[src/hw/rtl/rotation_matrix_to_quaternion_unit_defines.svh]
// Assertion macros shared by the rotation matrix to quaternion unit.
`ifndef ROTATION_MATRIX_TO_QUATERNION_UNIT_DEFINES_SVH
`define ROTATION_MATRIX_TO_QUATERNION_UNIT_DEFINES_SVH

// Same-cycle implication, checked on clk, off during reset.
`define RMQ_ASSERT_IMPL(lbl, ante, cons) \
  lbl: assert property (@(posedge clk) disable iff (!rst_n) (ante) |-> (cons)) \
    else $error("rmq: same-cycle check failed");

// Next-cycle implication, checked on clk, off during reset.
`define RMQ_ASSERT_NEXT(lbl, ante, cons) \
  lbl: assert property (@(posedge clk) disable iff (!rst_n) (ante) |=> (cons)) \
    else $error("rmq: next-cycle check failed");

`endif

[src/hw/rtl/rmq_sqrt.sv]
// Pipelined integer square root, one root bit per stage, with side payload.
module rmq_sqrt #(
  parameter int RW  = 25,
  parameter int SDW = 8
) (
  input  logic            clk,
  input  logic            rst_n,
  input  logic            in_valid,
  output logic            in_ready,
  input  logic [2*RW-1:0] in_x,
  input  logic [SDW-1:0]  in_side,
  output logic            out_valid,
  input  logic            out_ready,
  output logic [RW-1:0]   out_root,
  output logic [SDW-1:0]  out_side
);

  logic [RW+1:0]   rem_r  [RW];
  logic [RW-1:0]   root_r [RW];
  logic [2*RW-1:0] x_r    [RW];
  logic [SDW-1:0]  side_r [RW];
  logic            v_r    [RW];
  logic            ld     [RW];

  for (genvar k = 0; k < RW; k++) begin : g_stg
    logic [RW+1:0]   p_rem;
    logic [RW-1:0]   p_root;
    logic [2*RW-1:0] p_x;
    logic [SDW-1:0]  p_side;
    logic            p_v;
    logic [RW+1:0]   remsh, trial, rem_nxt;
    logic            take;

    if (k == 0) begin : g_first
      assign p_rem  = '0;
      assign p_root = '0;
      assign p_x    = in_x;
      assign p_side = in_side;
      assign p_v    = in_valid;
    end else begin : g_chain
      assign p_rem  = rem_r[k-1];
      assign p_root = root_r[k-1];
      assign p_x    = x_r[k-1];
      assign p_side = side_r[k-1];
      assign p_v    = v_r[k-1];
    end

    if (k == RW - 1) begin : g_last
      assign ld[k] = ~v_r[k] | out_ready;
    end else begin : g_mid
      assign ld[k] = ~v_r[k] | ld[k+1];
    end

    // bring down two radicand bits, try root*4+1
    assign remsh   = {p_rem[RW-1:0], p_x[2*RW-1 -: 2]};
    assign trial   = {p_root, 2'b01};
    assign take    = (remsh >= trial);
    assign rem_nxt = take ? (remsh - trial) : remsh;

    always_ff @(posedge clk) begin
      if (!rst_n) begin
        v_r[k] <= 1'b0;
      end else if (ld[k]) begin
        v_r[k] <= p_v;
      end
    end

    always_ff @(posedge clk) begin
      if (ld[k]) begin
        rem_r[k]  <= rem_nxt;
        root_r[k] <= {p_root[RW-2:0], take};
        x_r[k]    <= p_x << 2;
        side_r[k] <= p_side;
      end
    end
  end

  assign in_ready  = ld[0];
  assign out_valid = v_r[RW-1];
  assign out_root  = root_r[RW-1];
  assign out_side  = side_r[RW-1];

endmodule

[config.mk]
export PLATFORM = sky130hd
export DESIGN_NAME = rmq_sqrt
export DESIGN_NICKNAME = d
export VERILOG_FILES = /design/src/hw/rtl/rotation_matrix_to_quaternion_unit_defines.svh /design/src/hw/rtl/rmq_sqrt.sv
export SDC_FILE = /design/constraint.sdc
export NUM_CORES = 2
export LEC_CHECK = 0
export BUFFER_PORTS_ARGS = -buffer_cell sky130_fd_sc_hd__buf_2
export CORE_AREA = 2 2 376 452
export CTS_CLUSTER_DIAMETER = 60
export DETAILED_ROUTE_END_ITERATION = 8
export DIE_AREA = 0 0 378 454
export SLEW_MARGIN = 10
export SYNTH_ARGS = -nofsm -noshare
export SYNTH_HDL_FRONTEND = slang
export SYNTH_SLANG_ARGS = --single-unit
export TNS_END_PERCENT = 10
[constraint.sdc]
create_clock -name clk -period 16.2 [get_ports clk]
set_clock_uncertainty 0.15 [all_clocks]
set_input_delay 4.05 -clock clk [delete_from_list [all_inputs] [get_ports clk]]
set_output_delay 4.05 -clock clk [all_outputs]
set_load 0.03 [all_outputs]
; ---- Word-level counts from Yosys, hierarchy flattened
; Memories as Yosys holds them, arrays and structs flattened.
; Cells that the tools add are included.
[totals]
ram_bits = 2725
output_inout_bits = 35
mem_count = 5
ff_bits = 0
[classes]
n_lt_le_gt_ge = 25
n_addsub = 25
bitwise_logic = 75
mux = 151
[memory_table]
columns = memory, depth, width, rd, rd_clocked_by_memory_dff, write_ports, line_no
row1 = x_r, 25, 48, 24, 0, 25, rmq_sqrt.sv:20  ; logic [2*RW-1:0] x_r [RW];
row2 = rem_r, 25, 27, 24, 0, 25, rmq_sqrt.sv:18  ; logic [RW+1:0] rem_r [RW];
row3 = root_r, 25, 25, 25, 0, 25, rmq_sqrt.sv:19  ; logic [RW-1:0] root_r [RW];
row4 = side_r, 25, 8, 25, 0, 25, rmq_sqrt.sv:21  ; logic [SDW-1:0] side_r [RW];
row5 = v_r, 25, 1, 25, 0, 25, rmq_sqrt.sv:22  ; logic v_r [RW];
[op_table]
columns = cell, count
row1 = 27-bit 2-to-1 mux, 25
row2 = 27-bit >= comparator, 24
row3 = 27-bit subtractor, 24
row4 = 1-bit 2-to-1 mux, 126
row5 = 1-bit OR, 50
row6 = 1-bit NOT, 25
row7 = "2-bit by 1-bit subtractor with 3-bit output, second input constant", 1
row8 = "2-bit by 1-bit >= comparator with 1-bit output, second input constant", 1

; ---- Longest topological paths before layout
; An unclocked memory read counts as a cell.
[logic_depth]
depth_word = 31
mapped_depth = 14

; ---- Worst setup path after synthesis
; Ideal clock, no wire load.
[synth_timing]
path_type = input port to output port
start = in out_ready
end = out in_ready
path_buffers = 1
slack_ps = 1764
t_arrival_ps = 10236
path_stages = 10
cell_sequence = and3b_1 -> clkbuf_1 -> and3_1 -> inv_1 -> nor3_1 -> and3_1 -> and2_1 -> inv_1 -> nor2_1 -> nand3_1
[synth_lines]
columns = element, line_no
row1 = from (decl), rmq_sqrt.sv:13  ; input logic out_ready,
row2 = to (decl), rmq_sqrt.sv:9  ; output logic in_ready,

==> flow_summary.json <==
{
  "postSynthCellCount": 5630,
  "cp_cell_sequence": "buf_2 > and3b_1 > and3_1 > inv_2 > buf_4 > nor3_1 > and3_1 > and2_1 > inv_2 > nor2_1 > nand3_4 > buf_4 > buf_2",
  "ios": 97,
  "hold_path_class": "reg2reg",
  "synth_async_sr_flop_share_pct": 0,
  "cts_max_path_buffers": 3,
  "multiInputGateArea_um2": 22930,
  "fin_setup_tns_ns": 0,
  "ys_ff_latch": 1717,
  "gr-total-overflow": 0,
  "crit_slowest_cell": "nor2_1",
  "grtUsageTotal_pct": 16.22,
  "period_share_pct": 78.39,
  "drc_errors": 0,
  "synth_edf_count": 1716,
  "synthDistinctLibCells": 91,
  "drt-pass1-iter-count": 7,
  "first_global_vias": 43245,
  "critPathCaptureType": "output pin",
  "nets": 6258,
  "die_w_um": 378,
  "cts_tree": "yes",
  "drt-met1-wl_mm": 55.14,
  "root_buffer": "clkbuf_16",
  "drive_gt1_share_pct": 9.038,
  "wl_met3_mm": 4.372,
  "start_kind": "input pin",
  "drtIter0Drc": 2368,
  "holdPathStages": 0,
  "rsz0062_at_grt": "no",
  "worstMarginPinSlew_ns": 1.201,
  "place_area_um2": 79830,
  "place_inst": 7923,
  "dieHeight_um": 454,
  "final-setup-viol-count": 0,
  "final_cell_mix": "edfxtp_1 (1716), inv_1 (456), nor2_1 (411), ha_1 (351), a21oi_1 (340)",
  "synth_area_um2": 76490,
  "cts_buffers": 174,
  "wire_per_inst_um": 16.78,
  "critPathMaxStageDelay_ns": 0.85,
  "portBuffers": 96,
  "routabilityCongestion": 0.8710,
  "hpwl_mm": 102.2,
  "synth_area_per_cell_um2": 13.59,
  "ant_nets": 0,
  "post-cts-setup-buffer-count": 0,
  "path_class": "in2out",
  "wl_mm": 138.3,
  "cts_resized": 0,
  "drv_cap": 0,
  "clock-sinks": 1717,
  "synthFlopType": "edfxtp_1",
  "viasPerCell": 5.219,
  "htreeDepth": 4,
  "finalMaxSlewViolations": 0,
  "max-slew-margin-rel_pct": 17.88,
  "fp.coreArea_um2": 167600,
  "leakagePower_nw": 34.54,
  "fillers": 14263,
  "routed.top_layer": "met4",
  "arrival_ns": 8.50,
  "grt_pass1_wl_mm": 223.1,
  "critPathMaxFanout": 65,
  "ir_drop_mv": 0.1310,
  "design_area_um2": 85650,
  "reg2regPathDepth": 11,
  "dieArea_um2": 171600,
  "seqCellArea_um2": 51550,
  "grt_max_degree": 82,
  "required_ns": 12.00,
  "ys_seq_area_share_pct": 67.39,
  "power.density_nw_per_um2": 139.8,
  "grt_antenna_before_repair": 2,
  "finalCriticalPeriod_ns": 12.70,
  "rows": 165,
  "fmax_mhz": 78.75,
  "layout_commonest_cell": "edfxtp_1",
  "synth_nets": 6043,
  "yosys_warnings": 0,
  "final_cell_count_no_fill": 8241,
  "hold_viol": 0,
  "syn_to_final_growth_pct": 11.98,
  "clkSlewWorstSetupHoldPaths_ns": 0.06,
  "initial_core_util_pct": 45.63,
  "detailroute.via_count": 43008,
  "outcome": "completed",
  "clk_latency_ns": 0.80,
  "cts_hold_buf": 0,
  "rrSetupSlack_ns": 10.40,
  "route.met2.wl_mm": 74.61
}
cells in the mapped netlist, drive strengths merged, types with 10 or more instances:
cell | count | area (um2)
a2111oi | 13 | 113.9
a211o | 11 | 96.34
a211oi | 45 | 337.8
a21boi | 16 | 120.1
a21o | 95 | 713.2
a21oi | 340 | 1702
a31oi | 35 | 219.0
and2 | 21 | 131.4
and3 | 65 | 406.6
buf | 20 | 105.1
clkbuf | 75 | 281.5
edfxtp | 1716 | 51530
ha | 351 | 4392
inv | 468 | 1757
mux2 | 63 | 709.4
nand2 | 282 | 1059
nand2b | 69 | 431.7
nand3 | 109 | 550.5
nand3b | 16 | 120.1
nand4 | 55 | 344.1
nand4b | 17 | 148.9
nor2 | 412 | 1546
nor2b | 46 | 287.8
nor3 | 132 | 676.9
nor3b | 13 | 102.6
nor4 | 71 | 450.4
o211ai | 22 | 170.2
o21a | 73 | 548.0
o21ai | 236 | 1181
o21bai | 16 | 120.1
o22ai | 10 | 62.56
o31ai | 44 | 330.3
or2 | 31 | 193.9
or3 | 61 | 391.6
or4 | 30 | 244.0
xnor2 | 235 | 2058
xor2 | 192 | 1682
logic make-up after synthesis:
kind of cell,Yosys count,synth area share [%]
other,1,0.004903
DFF,1717,67.39
and+or+nand+nor,1460,9.627
adders and majority gates,351,5.742
muxes,72,1.045
AOI/OAI and AO/OA,1039,8.496
xor gates and xnor gates,427,4.889
buffers and inverters,563,2.802
through the flow:
stage	power (mW)	hold slack, ns	setup slack [ns]	utilization, %
2_1_floorplan	7.479	0.2503	1.764	-
5_1_grt	12.57	0.2593	3.039	51.09
4_1_cts	12.12	0.2523	3.446	51.09
3_3_place_gp	8.029	0.2503	3.524	47.62
3_5_place_dp	8.061	0.2545	3.469	47.62
6_report	11.98	0.2608	3.501	51.09
path summary, 6_finish.rpt:
check                           startpoint          to
worst max-delay path             out_ready    in_ready
worst min-delay path            x_r[3][34]  x_r[3][84]
worst max register to register  v_r[12][0]   v_r[1][1]
worst min register to register  x_r[3][34]  x_r[3][84]
layer usage:
layer,global-route usage [%],vias to the layer above
met2,30.60,669
met5,0,-
met4,5.889,0
met1,18.42,20668
met3,2.381,266
li1,-,21405
layout make-up:
cell class | count | share of cell area, %
Sequential cell | 1717 | 60.19
Multi-Input combinational cell | 3350 | 26.78
Clock buffer | 209 | 5.312
Timing Repair Buffer | 134 | 0.8940
Antenna cell | 1 | 0.002922
Inverter | 468 | 2.051
Clock inverter | 108 | 1.484
Tap cell | 2254 | 3.293
where the power goes:
part | internal, mW | total, mW | switching, mW
registers | 5.70 | 6.15 | 0.459
logic | 0.811 | 1.81 | 1.00
clock network | 2.35 | 4.01 | 1.66
total | 8.86 | 12.0 | 3.12
flip-flops by register name, summed over array words and instances (netlist names):
| register | flops |
|---|---|
| root_r | 325 |
| side_r | 200 |
| rem_r | 567 |
| x_r | 600 |
| v_r | 25 |
worst max-delay path, delay by kind of cell:
kind	cells	cell delay, ns
and+or+nand+nor	7	3.02
buffers and inverters	6	1.36
Note: power is estimated with default switching activity, not from simulation.
