--- src/hw/rtl/rotation_matrix_to_quaternion_unit_defines.svh ---
// Assertion macros shared by the rotation matrix to quaternion unit.
`ifndef ROTATION_MATRIX_TO_QUATERNION_UNIT_DEFINES_SVH
`define ROTATION_MATRIX_TO_QUATERNION_UNIT_DEFINES_SVH

// Same-cycle implication, checked on clk, off during reset.
`define RMQ_ASSERT_IMPL(lbl, ante, cons) \
  lbl: assert property (@(posedge clk) disable iff (!rst_n) (ante) |-> (cons)) \
    else $error("rmq: same-cycle check failed");

// Next-cycle implication, checked on clk, off during reset.
`define RMQ_ASSERT_NEXT(lbl, ante, cons) \
  lbl: assert property (@(posedge clk) disable iff (!rst_n) (ante) |=> (cons)) \
    else $error("rmq: next-cycle check failed");

`endif

--- src/hw/rtl/rmq_pkg.sv ---
// Shared types, constants and width helpers for the quaternion unit.
package rmq_pkg;

  // magnitudes are brought below 2^MAG_LIMIT_BITS before squaring
  localparam int MAG_LIMIT_BITS = 24;
  // extra fraction bits carried by the norm
  localparam int EXTRA_BITS     = 6;

  typedef enum logic [1:0] {
    CASE_TRACE = 2'd0,
    CASE_ROW0  = 2'd1,
    CASE_ROW1  = 2'd2,
    CASE_ROW2  = 2'd3
  } case_t;

  // signed width of one scaled component
  function automatic int comp_width(input int dw, input int fb);
    int m;
    m = (dw + 2 > fb + 1) ? dw + 2 : fb + 1;
    return m + 1;
  endfunction

  // width of a magnitude after the range shift
  function automatic int smag_width(input int dw, input int fb);
    int mw;
    mw = comp_width(dw, fb) - 1;
    return (mw < MAG_LIMIT_BITS) ? mw : MAG_LIMIT_BITS;
  endfunction

  // width of the norm root (sum of squares scaled by 2^(2*EXTRA_BITS))
  function automatic int root_width(input int dw, input int fb);
    return smag_width(dw, fb) + 1 + EXTRA_BITS;
  endfunction

endpackage

--- src/hw/rtl/rmq_if.sv ---
// Valid/ready channel interfaces: matrix in, quaternion out.
interface rmq_mat_if #(parameter int DW = 16);
  logic                 valid;
  logic                 ready;
  logic signed [DW-1:0] r00, r01, r02;
  logic signed [DW-1:0] r10, r11, r12;
  logic signed [DW-1:0] r20, r21, r22;

  modport source (output valid, r00, r01, r02, r10, r11, r12, r20, r21, r22,
                  input ready);
  modport sink   (input valid, r00, r01, r02, r10, r11, r12, r20, r21, r22,
                  output ready);
endinterface


--- src/hw/rtl/rmq_prep.sv ---
// Front pipeline: case pick, scaled components, range shift, sum of squares.
module rmq_prep #(
  parameter int DW = 16,
  parameter int FB = 14,
  localparam int SMW  = rmq_pkg::smag_width(DW, FB),
  localparam int SUMW = 2 * SMW + 2
) (
  input  logic                  clk,
  input  logic                  rst_n,
  rmq_mat_if.sink               in_m,
  output logic                  out_valid,
  input  logic                  out_ready,
  output logic [SUMW-1:0]       out_sum,
  output logic [3:0][SMW-1:0]   out_mag,
  output logic [3:0]            out_neg,
  output rmq_pkg::case_t        out_sel
);

  localparam int CW = rmq_pkg::comp_width(DW, FB);
  localparam int MW = CW - 1;
  localparam logic signed [CW-1:0] ONE = CW'(1) << FB;

  logic [4:0] ld;
  logic [4:0] v_r;

  // stage load enables: a stage moves when empty or when its successor moves
  assign ld[4] = ~v_r[4] | out_ready;
  assign ld[3] = ~v_r[3] | ld[4];
  assign ld[2] = ~v_r[2] | ld[3];
  assign ld[1] = ~v_r[1] | ld[2];
  assign ld[0] = ~v_r[0] | ld[1];
  assign in_m.ready = ld[0];

  always_ff @(posedge clk) begin
    if (!rst_n) begin
      v_r <= '0;
    end else begin
      if (ld[0]) v_r[0] <= in_m.valid;
      if (ld[1]) v_r[1] <= v_r[0];
      if (ld[2]) v_r[2] <= v_r[1];
      if (ld[3]) v_r[3] <= v_r[2];
      if (ld[4]) v_r[4] <= v_r[3];
    end
  end

  // ---- stage 1: case select and scaled components
  logic signed [CW-1:0] e00, e01, e02, e10, e11, e12, e20, e21, e22;
  logic signed [CW-1:0] tr, arg;
  logic signed [CW-1:0] c_nxt [4];
  logic signed [CW-1:0] c1_r  [4];
  rmq_pkg::case_t       sel_nxt, sel1_r;

  assign e00 = CW'(in_m.r00);
  assign e01 = CW'(in_m.r01);
  assign e02 = CW'(in_m.r02);
  assign e10 = CW'(in_m.r10);
  assign e11 = CW'(in_m.r11);
  assign e12 = CW'(in_m.r12);
  assign e20 = CW'(in_m.r20);
  assign e21 = CW'(in_m.r21);
  assign e22 = CW'(in_m.r22);
  assign tr  = e00 + e11 + e22;

  always_comb begin
    if (tr > 0)                     sel_nxt = rmq_pkg::CASE_TRACE;
    else if (e00 > e11 && e00 > e22) sel_nxt = rmq_pkg::CASE_ROW0;
    else if (e11 > e22)             sel_nxt = rmq_pkg::CASE_ROW1;
    else                            sel_nxt = rmq_pkg::CASE_ROW2;
  end

  always_comb begin
    case (sel_nxt)
      rmq_pkg::CASE_TRACE: arg = ONE + tr;
      rmq_pkg::CASE_ROW0:  arg = ONE + e00 - e11 - e22;
      rmq_pkg::CASE_ROW1:  arg = ONE + e11 - e00 - e22;
      default:             arg = ONE + e22 - e00 - e11;
    endcase
    // floor of one LSB
    if (arg < 1) arg = CW'(1);
    case (sel_nxt)
      rmq_pkg::CASE_TRACE: begin
        c_nxt[0] = arg;       c_nxt[1] = e21 - e12;
        c_nxt[2] = e02 - e20; c_nxt[3] = e10 - e01;
      end
      rmq_pkg::CASE_ROW0: begin
        c_nxt[0] = e21 - e12; c_nxt[1] = arg;
        c_nxt[2] = e01 + e10; c_nxt[3] = e02 + e20;
      end
      rmq_pkg::CASE_ROW1: begin
        c_nxt[0] = e02 - e20; c_nxt[1] = e01 + e10;
        c_nxt[2] = arg;       c_nxt[3] = e12 + e21;
      end
      default: begin
        c_nxt[0] = e10 - e01; c_nxt[1] = e02 + e20;
        c_nxt[2] = e12 + e21; c_nxt[3] = arg;
      end
    endcase
  end

  always_ff @(posedge clk) begin
    if (ld[0]) begin
      for (int i = 0; i < 4; i++) c1_r[i] <= c_nxt[i];
      sel1_r <= sel_nxt;
    end
  end

  // ---- stage 2: magnitudes, signs and largest magnitude
  logic [MW-1:0]  mag_nxt [4];
  logic [MW-1:0]  mx_nxt;
  logic [MW-1:0]  mag2_r  [4];
  logic [MW-1:0]  mx2_r;
  logic [3:0]     neg2_r;
  rmq_pkg::case_t sel2_r;

  always_comb begin
    logic signed [CW-1:0] ab;
    for (int i = 0; i < 4; i++) begin
      ab         = c1_r[i][CW-1] ? -c1_r[i] : c1_r[i];
      mag_nxt[i] = ab[MW-1:0];
    end
    mx_nxt = mag_nxt[0];
    for (int i = 1; i < 4; i++) begin
      if (mag_nxt[i] > mx_nxt) mx_nxt = mag_nxt[i];
    end
  end

  always_ff @(posedge clk) begin
    if (ld[1]) begin
      for (int i = 0; i < 4; i++) begin
        mag2_r[i] <= mag_nxt[i];
        neg2_r[i] <= c1_r[i][CW-1];
      end
      mx2_r  <= mx_nxt;
      sel2_r <= sel1_r;
    end
  end

  // ---- stage 3: shift all magnitudes until the largest fits the limit
  logic [SMW-1:0] smag_nxt [4];
  logic [SMW-1:0] smag3_r  [4];
  logic [3:0]     neg3_r;
  rmq_pkg::case_t sel3_r;

  if (MW > rmq_pkg::MAG_LIMIT_BITS) begin : g_shift
    localparam int SHW = $clog2(MW);
    logic [SHW-1:0] pos, sh;
    logic [MW-1:0]  tmp [4];
    always_comb begin
      pos = '0;
      for (int b = 0; b < MW; b++) begin
        if (mx2_r[b]) pos = SHW'(b);
      end
      if (pos >= SHW'(rmq_pkg::MAG_LIMIT_BITS))
        sh = pos - SHW'(rmq_pkg::MAG_LIMIT_BITS - 1);
      else
        sh = '0;
      for (int i = 0; i < 4; i++) begin
        tmp[i]      = mag2_r[i] >> sh;
        smag_nxt[i] = tmp[i][SMW-1:0];
      end
    end
  end else begin : g_noshift
    // largest possible magnitude is already below the limit
    always_comb begin
      for (int i = 0; i < 4; i++) smag_nxt[i] = mag2_r[i][SMW-1:0];
    end
    logic unused_mx;
    assign unused_mx = ^mx2_r;
  end

  always_ff @(posedge clk) begin
    if (ld[2]) begin
      for (int i = 0; i < 4; i++) smag3_r[i] <= smag_nxt[i];
      neg3_r <= neg2_r;
      sel3_r <= sel2_r;
    end
  end

  // ---- stage 4: squares
  logic [2*SMW-1:0] sq4_r   [4];
  logic [SMW-1:0]   smag4_r [4];
  logic [3:0]       neg4_r;
  rmq_pkg::case_t   sel4_r;

  always_ff @(posedge clk) begin
    if (ld[3]) begin
      for (int i = 0; i < 4; i++) begin
        sq4_r[i]   <= smag3_r[i] * smag3_r[i];
        smag4_r[i] <= smag3_r[i];
      end
      neg4_r <= neg3_r;
      sel4_r <= sel3_r;
    end
  end

  // ---- stage 5: sum of squares
  logic [SUMW-1:0] sum5_r;
  logic [SMW-1:0]  smag5_r [4];
  logic [3:0]      neg5_r;
  rmq_pkg::case_t  sel5_r;

  always_ff @(posedge clk) begin
    if (ld[4]) begin
      sum5_r <= SUMW'(sq4_r[0]) + SUMW'(sq4_r[1]) + SUMW'(sq4_r[2]) + SUMW'(sq4_r[3]);
      for (int i = 0; i < 4; i++) smag5_r[i] <= smag4_r[i];
      neg5_r <= neg4_r;
      sel5_r <= sel4_r;
    end
  end

  assign out_valid = v_r[4];
  assign out_sum   = sum5_r;
  assign out_neg   = neg5_r;
  assign out_sel   = sel5_r;
  always_comb begin
    for (int i = 0; i < 4; i++) out_mag[i] = smag5_r[i];
  end

endmodule

--- src/flat_wrapper.sv ---
// flat-port wrapper written by rule: the top's interface ports become plain ports
module rmq_prep_flat 
#(
  parameter int DW = 16,
  parameter int FB = 14,
  localparam int SMW  = rmq_pkg::smag_width(DW, FB),
  localparam int SUMW = 2 * SMW + 2
)
  (clk, rst_n, out_valid, out_ready, out_sum, out_mag, out_neg, out_sel, in_m_valid, in_m_r00, in_m_r01, in_m_r02, in_m_r10, in_m_r11, in_m_r12, in_m_r20, in_m_r21, in_m_r22, in_m_ready);
  rmq_mat_if #(.DW(DW)) in_m_i ();
  input  logic clk;
  input  logic rst_n;
  output logic out_valid;
  input  logic out_ready;
  output logic [SUMW-1:0] out_sum;
  output logic [3:0][SMW-1:0] out_mag;
  output logic [3:0] out_neg;
  output rmq_pkg::case_t out_sel;
  input wire logic [$bits(in_m_i.valid)-1:0] in_m_valid;
  input wire logic [$bits(in_m_i.r00)-1:0] in_m_r00;
  input wire logic [$bits(in_m_i.r01)-1:0] in_m_r01;
  input wire logic [$bits(in_m_i.r02)-1:0] in_m_r02;
  input wire logic [$bits(in_m_i.r10)-1:0] in_m_r10;
  input wire logic [$bits(in_m_i.r11)-1:0] in_m_r11;
  input wire logic [$bits(in_m_i.r12)-1:0] in_m_r12;
  input wire logic [$bits(in_m_i.r20)-1:0] in_m_r20;
  input wire logic [$bits(in_m_i.r21)-1:0] in_m_r21;
  input wire logic [$bits(in_m_i.r22)-1:0] in_m_r22;
  output wire logic [$bits(in_m_i.ready)-1:0] in_m_ready;
  assign in_m_i.valid = in_m_valid;
  assign in_m_i.r00 = in_m_r00;
  assign in_m_i.r01 = in_m_r01;
  assign in_m_i.r02 = in_m_r02;
  assign in_m_i.r10 = in_m_r10;
  assign in_m_i.r11 = in_m_r11;
  assign in_m_i.r12 = in_m_r12;
  assign in_m_i.r20 = in_m_r20;
  assign in_m_i.r21 = in_m_r21;
  assign in_m_i.r22 = in_m_r22;
  assign in_m_ready = in_m_i.ready;
  rmq_prep #(.DW(DW), .FB(FB)) u_core (.clk(clk), .rst_n(rst_n), .in_m(in_m_i), .out_valid(out_valid), .out_ready(out_ready), .out_sum(out_sum), .out_mag(out_mag), .out_neg(out_neg), .out_sel(out_sel));
endmodule
--- config.mk ---
export PLATFORM = sky130hd
export DESIGN_NAME = rmq_prep_flat
export DESIGN_NICKNAME = d
export VERILOG_FILES = /design/src/hw/rtl/rotation_matrix_to_quaternion_unit_defines.svh /design/src/hw/rtl/rmq_pkg.sv /design/src/hw/rtl/rmq_if.sv /design/src/hw/rtl/rmq_prep.sv /design/src/flat_wrapper.sv
export SDC_FILE = /design/constraint.sdc
export NUM_CORES = 2
export LEC_CHECK = 0
export BUFFER_PORTS_ARGS = -buffer_cell sky130_fd_sc_hd__buf_2
export CAP_MARGIN = 5
export CORE_MARGIN = 2
export CORE_UTILIZATION = 28
export DETAILED_ROUTE_END_ITERATION = 16
export GPL_TIMING_DRIVEN = 0
export HOLD_SLACK_MARGIN = 0.15
export PLACE_DENSITY = 0.51
export SETUP_SLACK_MARGIN = 0.05
export SLEW_MARGIN = 20
export SYNTH_ARGS = -nofsm -noshare
export SYNTH_HDL_FRONTEND = slang
export SYNTH_SLANG_ARGS = --single-unit
--- constraint.sdc ---
create_clock -name clk -period 9.03 [get_ports clk]
set_input_delay 0.903 -clock clk [delete_from_list [all_inputs] [get_ports clk]]
set_output_delay 0.903 -clock clk [all_outputs]
set_load 0.005 [all_outputs]
Yosys cells after proc, flatten, opt, wreduce, memory -nomap -nowiden. Memories as Yosys holds them, arrays and structs flattened. Index checks and enable logic that the tools add are counted.

Bits in registers: 69. Latch bits: 0. Bits in writable memories: 508. Bits in read-only memories: 0. Input bits: 148. Output and inout port bits: 118. Memories kept: 6.

Memories: u_core.sq4_r (depth 4, bits a word 36, read ports 4, clocked after memory_dff 0, wr ports 4, line rmq_prep.sv:180) `logic [2*SMW-1:0] sq4_r [4];`; u_core.c1_r (depth 4, bits a word 19, read ports 4, clocked after memory_dff 0, wr ports 4, line rmq_prep.sv:50) `logic signed [CW-1:0] c1_r [4];`; u_core.mag2_r (depth 4, bits a word 18, read ports 4, clocked after memory_dff 0, wr ports 4, line rmq_prep.sv:110) `logic [MW-1:0] mag2_r [4];`; u_core.smag3_r (depth 4, bits a word 18, read ports 4, clocked after memory_dff 0, wr ports 4, line rmq_prep.sv:140) `logic [SMW-1:0] smag3_r [4];`; u_core.smag4_r (depth 4, bits a word 18, read ports 4, clocked after memory_dff 0, wr ports 4, line rmq_prep.sv:181) `logic [SMW-1:0] smag4_r [4];`; u_core.smag5_r (depth 4, bits a word 18, read ports 4, clocked after memory_dff 0, wr ports 4, line rmq_prep.sv:198) `logic [SMW-1:0] smag5_r [4];`.

$add $sub $neg: 25. Multiply operators: 4. Div/mod/pow operators: 0. $lt $le $gt $ge: 5. Equality and inequality tests: 2. Shift-type cells: 0. Muxes and demuxes: 20. Bitwise logic cells: 10. Reduce and logical (&&, ||, !) cells: 2.

Operator list (count): $pmux W76 S3 (1); $mul A18 B18 Y36 (4); $add A38 B36 Y38 (2); $mux W18 (4); $neg A18 Y18 (4); $add A16 B16 Y17 (4); $pmux W19 S3 (1); $sub A19 B16 Y19 (3); $sub A17 B16 Y18 (3); $add A16 B16 Y17 const A (3); $sub A16 B16 Y17 (3); $gt A16 B16 Y1 (3); $add A36 B36 Y37 (1); $add A16 B19 Y19 const A (1); $gt A19 B1 Y1 const B (1); $lt A19 B2 Y1 const B (1); $mux W19 (1); $add A17 B16 Y18 (1); $mux W1 (11); $not A1 Y1 (5); $or A1 B1 Y1 (5); $mux W2 (2); $eq A2 B1 Y1 const B (1); $eq A2 B2 Y1 const B (1); other kinds (2) (2).

Longest topological paths before layout.
Word-level depth: 9. Gate-level depth with buffers: 42. Gate-level depth less buffers: 39.

Worst setup path before layout. No wires, ideal clock.

Kind: in2reg. Start: in in_m_r22[1]. End: mem u_core.c1_r[2][3] (netlist name), data pin. Setup time: 279 ps. Arrival time: 8462 ps. Required time: 8751 ps. Path slack: 289 ps. Stages: 40. Cell sequence: fa_1 -> ha_1 -> fa_1 -> a21oi_1 -> o21ai_0 -> o21ai_0 -> o32ai_1 -> xor2_1 -> inv_1 -> ha_1 -> nand4_1 -> nor4_1 -> nand3b_1 -> nor4_1 -> nand2_1 -> o21bai_1 -> and2_1 -> ha_1 -> [... 4 more ...] -> a21oi_1 -> ha_1 -> clkbuf_1 -> a21o_1 -> a31oi_1 -> o21ai_0 -> a31oi_1 -> xor2_1 -> nor3_1 -> a2111oi_0 -> nand4_1 -> nor4_1 -> nor4bb_1 -> ha_1 -> buf_1 -> nor2_1 -> a222oi_1 -> mux2i_1.

RTL lines: start, declared (line flat_wrapper.sv:28) `input wire logic [$bits(in_m_i.r22)-1:0] in_m_r22;`; end, declared (line rmq_prep.sv:50).

==> PnR_summary.wiki <==
{| class="wikitable"
! Metric !! Value
|-
| DR vias || 51.7k
|-
| Antenna-violating nets left || 0
|-
| Final period utilization || 99.1%
|-
| Root buf cell || sky130_fd_sc_hd__clkbuf_16
|-
| Share of the synthesized area in the top cell type || 26.4%
|-
| Synthesized area per cell || 9.93 um^2
|-
| Critical path required time || 9390 ps
|-
| Maximum cell stage delay along the critical path || 640 ps
|-
| CTS sink count || 569
|-
| I/O Buffers || 265
|-
| Cell count after synthesis || 7182
|-
| Cell Area, Synth || 71300 um^2
|-
| Hold Startpoint || u_core.sel4_r[0]
|-
| Number of nets in the synthesized netlist || 9071
|-
| Proportion of synthesized flip-flops having asynchronous set or reset || 0%
|-
| Placer's final routability congestion estimate || 0.931
|-
| Maximum capacitance violations || 0
|-
| Reg-to-Reg Start || u_core.smag3_r[1][7]
|-
| Post-route worst setup slack || 80.1 ps
|-
| Count of TritonRoute iterations in the first routing pass || 8
|-
| Die ar. || 259000 um^2
|-
| Number of antenna violations at the first check in global routing || 14
|-
| Site row count || 185
|-
| Most instantiated library cell after synthesis || sky130_fd_sc_hd__inv_1
|-
| Class of the tightest hold or removal check || register to register
|-
| Source-to-sink clock delay at the later pin of the worst-skew pair || 690 ps
|-
| Maximum clock insertion buffer count || 3
|-
| Fin Setup TNS || 0 ps
|-
| Commonest cells in the synthesized netlist || sky130_fd_sc_hd__inv_1, sky130_fd_sc_hd__fa_1, sky130_fd_sc_hd__ha_1
|-
| Hold Violations, Final || 0
|-
| Number of vias per cell after detailed routing || 4.70
|-
| DRC violations left || 0
|-
| RSZ-0062 raised after global routing || yes
|-
| RR Endpoint || u_core.sq4_r[1][34]
|-
| Reg2Reg Depth || 22
|-
| Number of distinct library cell variants in the gate-level netlist after synthesis || 82
|-
| # IOs || 266
|-
| Final HPWL from detailed placement || 180000 um
|-
| #FFs+latches synth || 569
|-
| Fmax || 112 MHz
|-
| Worst setup path start || in_m_r00[2]
|-
| Kind of end point of the critical path || register
|-
| Final max-slew violation count || 0
|-
| Clock transition time at the flip-flop clock pins of the worst setup and hold paths || 60 ps
|-
| Number of flops mapped to enable cells by yosys || 564
|-
| First-pass GRT wire length || 325000 um
|-
| Most numerous cell on the critical path || sky130_fd_sc_hd__ha_4
|-
| Syn-to-layout area delta || 12.9%
|-
| Floorplan die width || 509 um
|-
| Overall Global Routing Usage || 16.5%
|-
| Final net count || 9448
|-
| Ratio of cells with drive above 1 in the final layout || 7.51%
|-
| Skew final || 44.3 ps
|-
| Total setup violations reported at the end of the flow || 0
|-
| Clock buffers created by TritonCTS || 70
|-
| Top fanout value on the critical path || 10
|-
| TritonCTS clock tree || done
|-
| Min Tclk post-route || 8950 ps
|-
| Startpoint type of the worst setup path || primary input
|-
| Critical path start-end classification || primary input to register
|-
| Cell taking the most area after synthesis || sky130_fd_sc_hd__fa_1
|-
| Slew at the pin with the worst max-slew slack || 1080 ps
|-
| Sequential share of the synthesized area || 23.9%
|-
| DR iter-0 viols || 3488
|-
| Outcome || finished clean
|-
| Cell types occupying the most area after synthesis || sky130_fd_sc_hd__fa_1, sky130_fd_sc_hd__edfxtp_1, sky130_fd_sc_hd__ha_1, sky130_fd_sc_hd__inv_1, sky130_fd_sc_hd__xnor2_1
|-
| Largest net degree at the start of global routing || 88
|-
| Post-Place Setup Slack || -3840 ps
|-
| Standard cell with the maximum stage delay on the critical path || sky130_fd_sc_hd__fa_2
|-
| Register-to-register path setup slack || 930 ps
|-
| Cts hold-fix bufs || 0
|-
| Final wirelength || 214000 um
|-
| Filler Cells Inserted || 26.3k
|-
| Count of yosys warnings during synthesis || 0
|-
| Worst Hold Path Cells || 0
|-
| Starting density of the core || 28.1%
|-
| Ys flop type || sky130_fd_sc_hd__edfxtp_1
|-
| Core outline area || 254000 um^2
|-
| Vias in the first global route || 54.0k
|-
| Worst slew margin relative to its limit || 26.1%
|-
| Die Height || 509 um
|-
| Endpoint arrival time on the critical path || 9310 ps
|-
| Depth of the CTS H-tree || 3
|-
| Worst hold path endpoint || u_core.out_sel[0]
|-
| Grt ovf || 0
|-
| Post-detailed-route wirelength per cell || 19.5 um
|}
-- critical path, delay by kind of cell --
family	cells	cell delay, ps
AO/OA/AOI/OAI	13	3030
AND/OR/NAND/NOR	12	2140
adder cells (fa/ha/maj)	6	1690
buffers and inverters	7	970
XOR/XNOR	2	290
multiplexers	1	250
-- worst max path at each step --
stage,endpoint,cells past startpoint
after floorplan,u_core.c1_r[2][3],40
after global placement,u_core.c1_r[1][7],43
after detailed placement,u_core.c1_r[1][7],43
after CTS,u_core.c1_r[1][8],41
after global routing,u_core.c1_r[1][2],41
final,u_core.c1_r[1][4],41
-- kinds of logic after synthesis --
logic type                 Yosys count  share of synthesized area, %
AOI/OAI and AO/OA                 1115                          10.3
xor gates and xnor gates           406                          4.99
adders and majority gates         1741                          40.5
buffers and inverters             1742                          9.17
DFF                                569                          23.9
muxes                               32                         0.463
other                                2                        0.0105
and+or+nand+nor                   1575                          10.7
-- registers in the layout, summed over array words and instances, names as in the netlist --
register / cells
u_core.mag2_r: 72
u_core.out_sum: 38
u_core.sel3_r: 2
u_core.sq4_r: 138
u_core.out_neg: 4
u_core.neg4_r: 4
u_core.v_r: 5
u_core.out_sel: 2
u_core.sel4_r: 2
u_core.c1_r: 76
u_core.sel2_r: 2
u_core.smag3_r: 72
u_core.smag5_r: 72
u_core.sel1_r: 2
u_core.neg3_r: 4
u_core.neg2_r: 4
u_core.smag4_r: 70
-- through the flow --
step / cell area [um^2] / utilization [%] / std cells / hold WS (ps)
floorplan: 71300 / - / 7182 / 400
global placement: 76800 / 30.3 / 10800 / 402
detailed placement: 77100 / 30.4 / 10800 / 405
CTS: 79900 / 31.5 / 11000 / 412
global route: 80400 / 31.7 / 11000 / 414
finish: 80400 / 31.7 / 11000 / 412
-- layout by cell type (no fill, tap or decap), drive strengths merged, types with 16 or more instances in the layout --
master,netlist,final
o21ai,217,217
a21boi,17,17
and2,284,284
edfxtp,564,564
nor3,61,61
o21bai,50,50
a222oi,22,22
fa,940,940
or3,32,32
inv,1582,1586
or2,20,20
o22ai,19,19
a21oi,316,316
mux2i,24,24
nor2b,76,76
o21a,43,43
nand2,499,499
nand4,32,32
o31ai,41,41
buf,12,322
a221o,16,16
and3,33,33
a31oi,37,37
nand3,61,61
nor4,21,21
nand2b,57,57
o41ai,18,18
clkinv,3,27
xnor2,306,306
ha,801,801
nor2,362,362
a211oi,38,38
a221oi,33,33
o211ai,25,25
clkbuf,145,217
xor2,100,100
a21o,87,87
-- layer usage --
| layer | global-route usage, % | vias to the layer above | wire, um |
|---|---|---|---|
| met5 | 0 | - | 0 |
| met2 | 27.6 | 1402 | 100000 |
| met4 | 5.21 | 0 | 6900 |
| li1 | - | 24100 | - |
| met3 | 1.99 | 276 | 10900 |
| met1 | 22.3 | 25800 | 95600 |
-- area by class of cell --
class / count / area (um^2) / share of cell area, %
Multi-Input combinational cell: 4871 / 48300 / 60.1
Sequential cell: 569 / 17000 / 21.2
Inverter: 1585 / 5960 / 7.41
Tap cell: 3366 / 4210 / 5.24
Timing Repair Buffer: 309 / 1820 / 2.26
Clock buffer: 77 / 1800 / 2.24
Buffer: 153 / 676 / 0.840
Clock inverter: 49 / 606 / 0.753
Antenna cell: 7 / 17.5 / 0.0218
-- repair_timing --
| action | 4_1_cts | 5_1_grt |
|---|---|---|
| gates cloned | 0 | 1 |
| resized for setup | 80 | 97 |
| setup endpoints to repair | 76 | 70 |
| setup buffers | 11 | 22 |
| pin swaps | 24 | 49 |
Power is not shown: default switching activity piles up to over one toggle a cycle in this logic, so the estimate is an artifact.
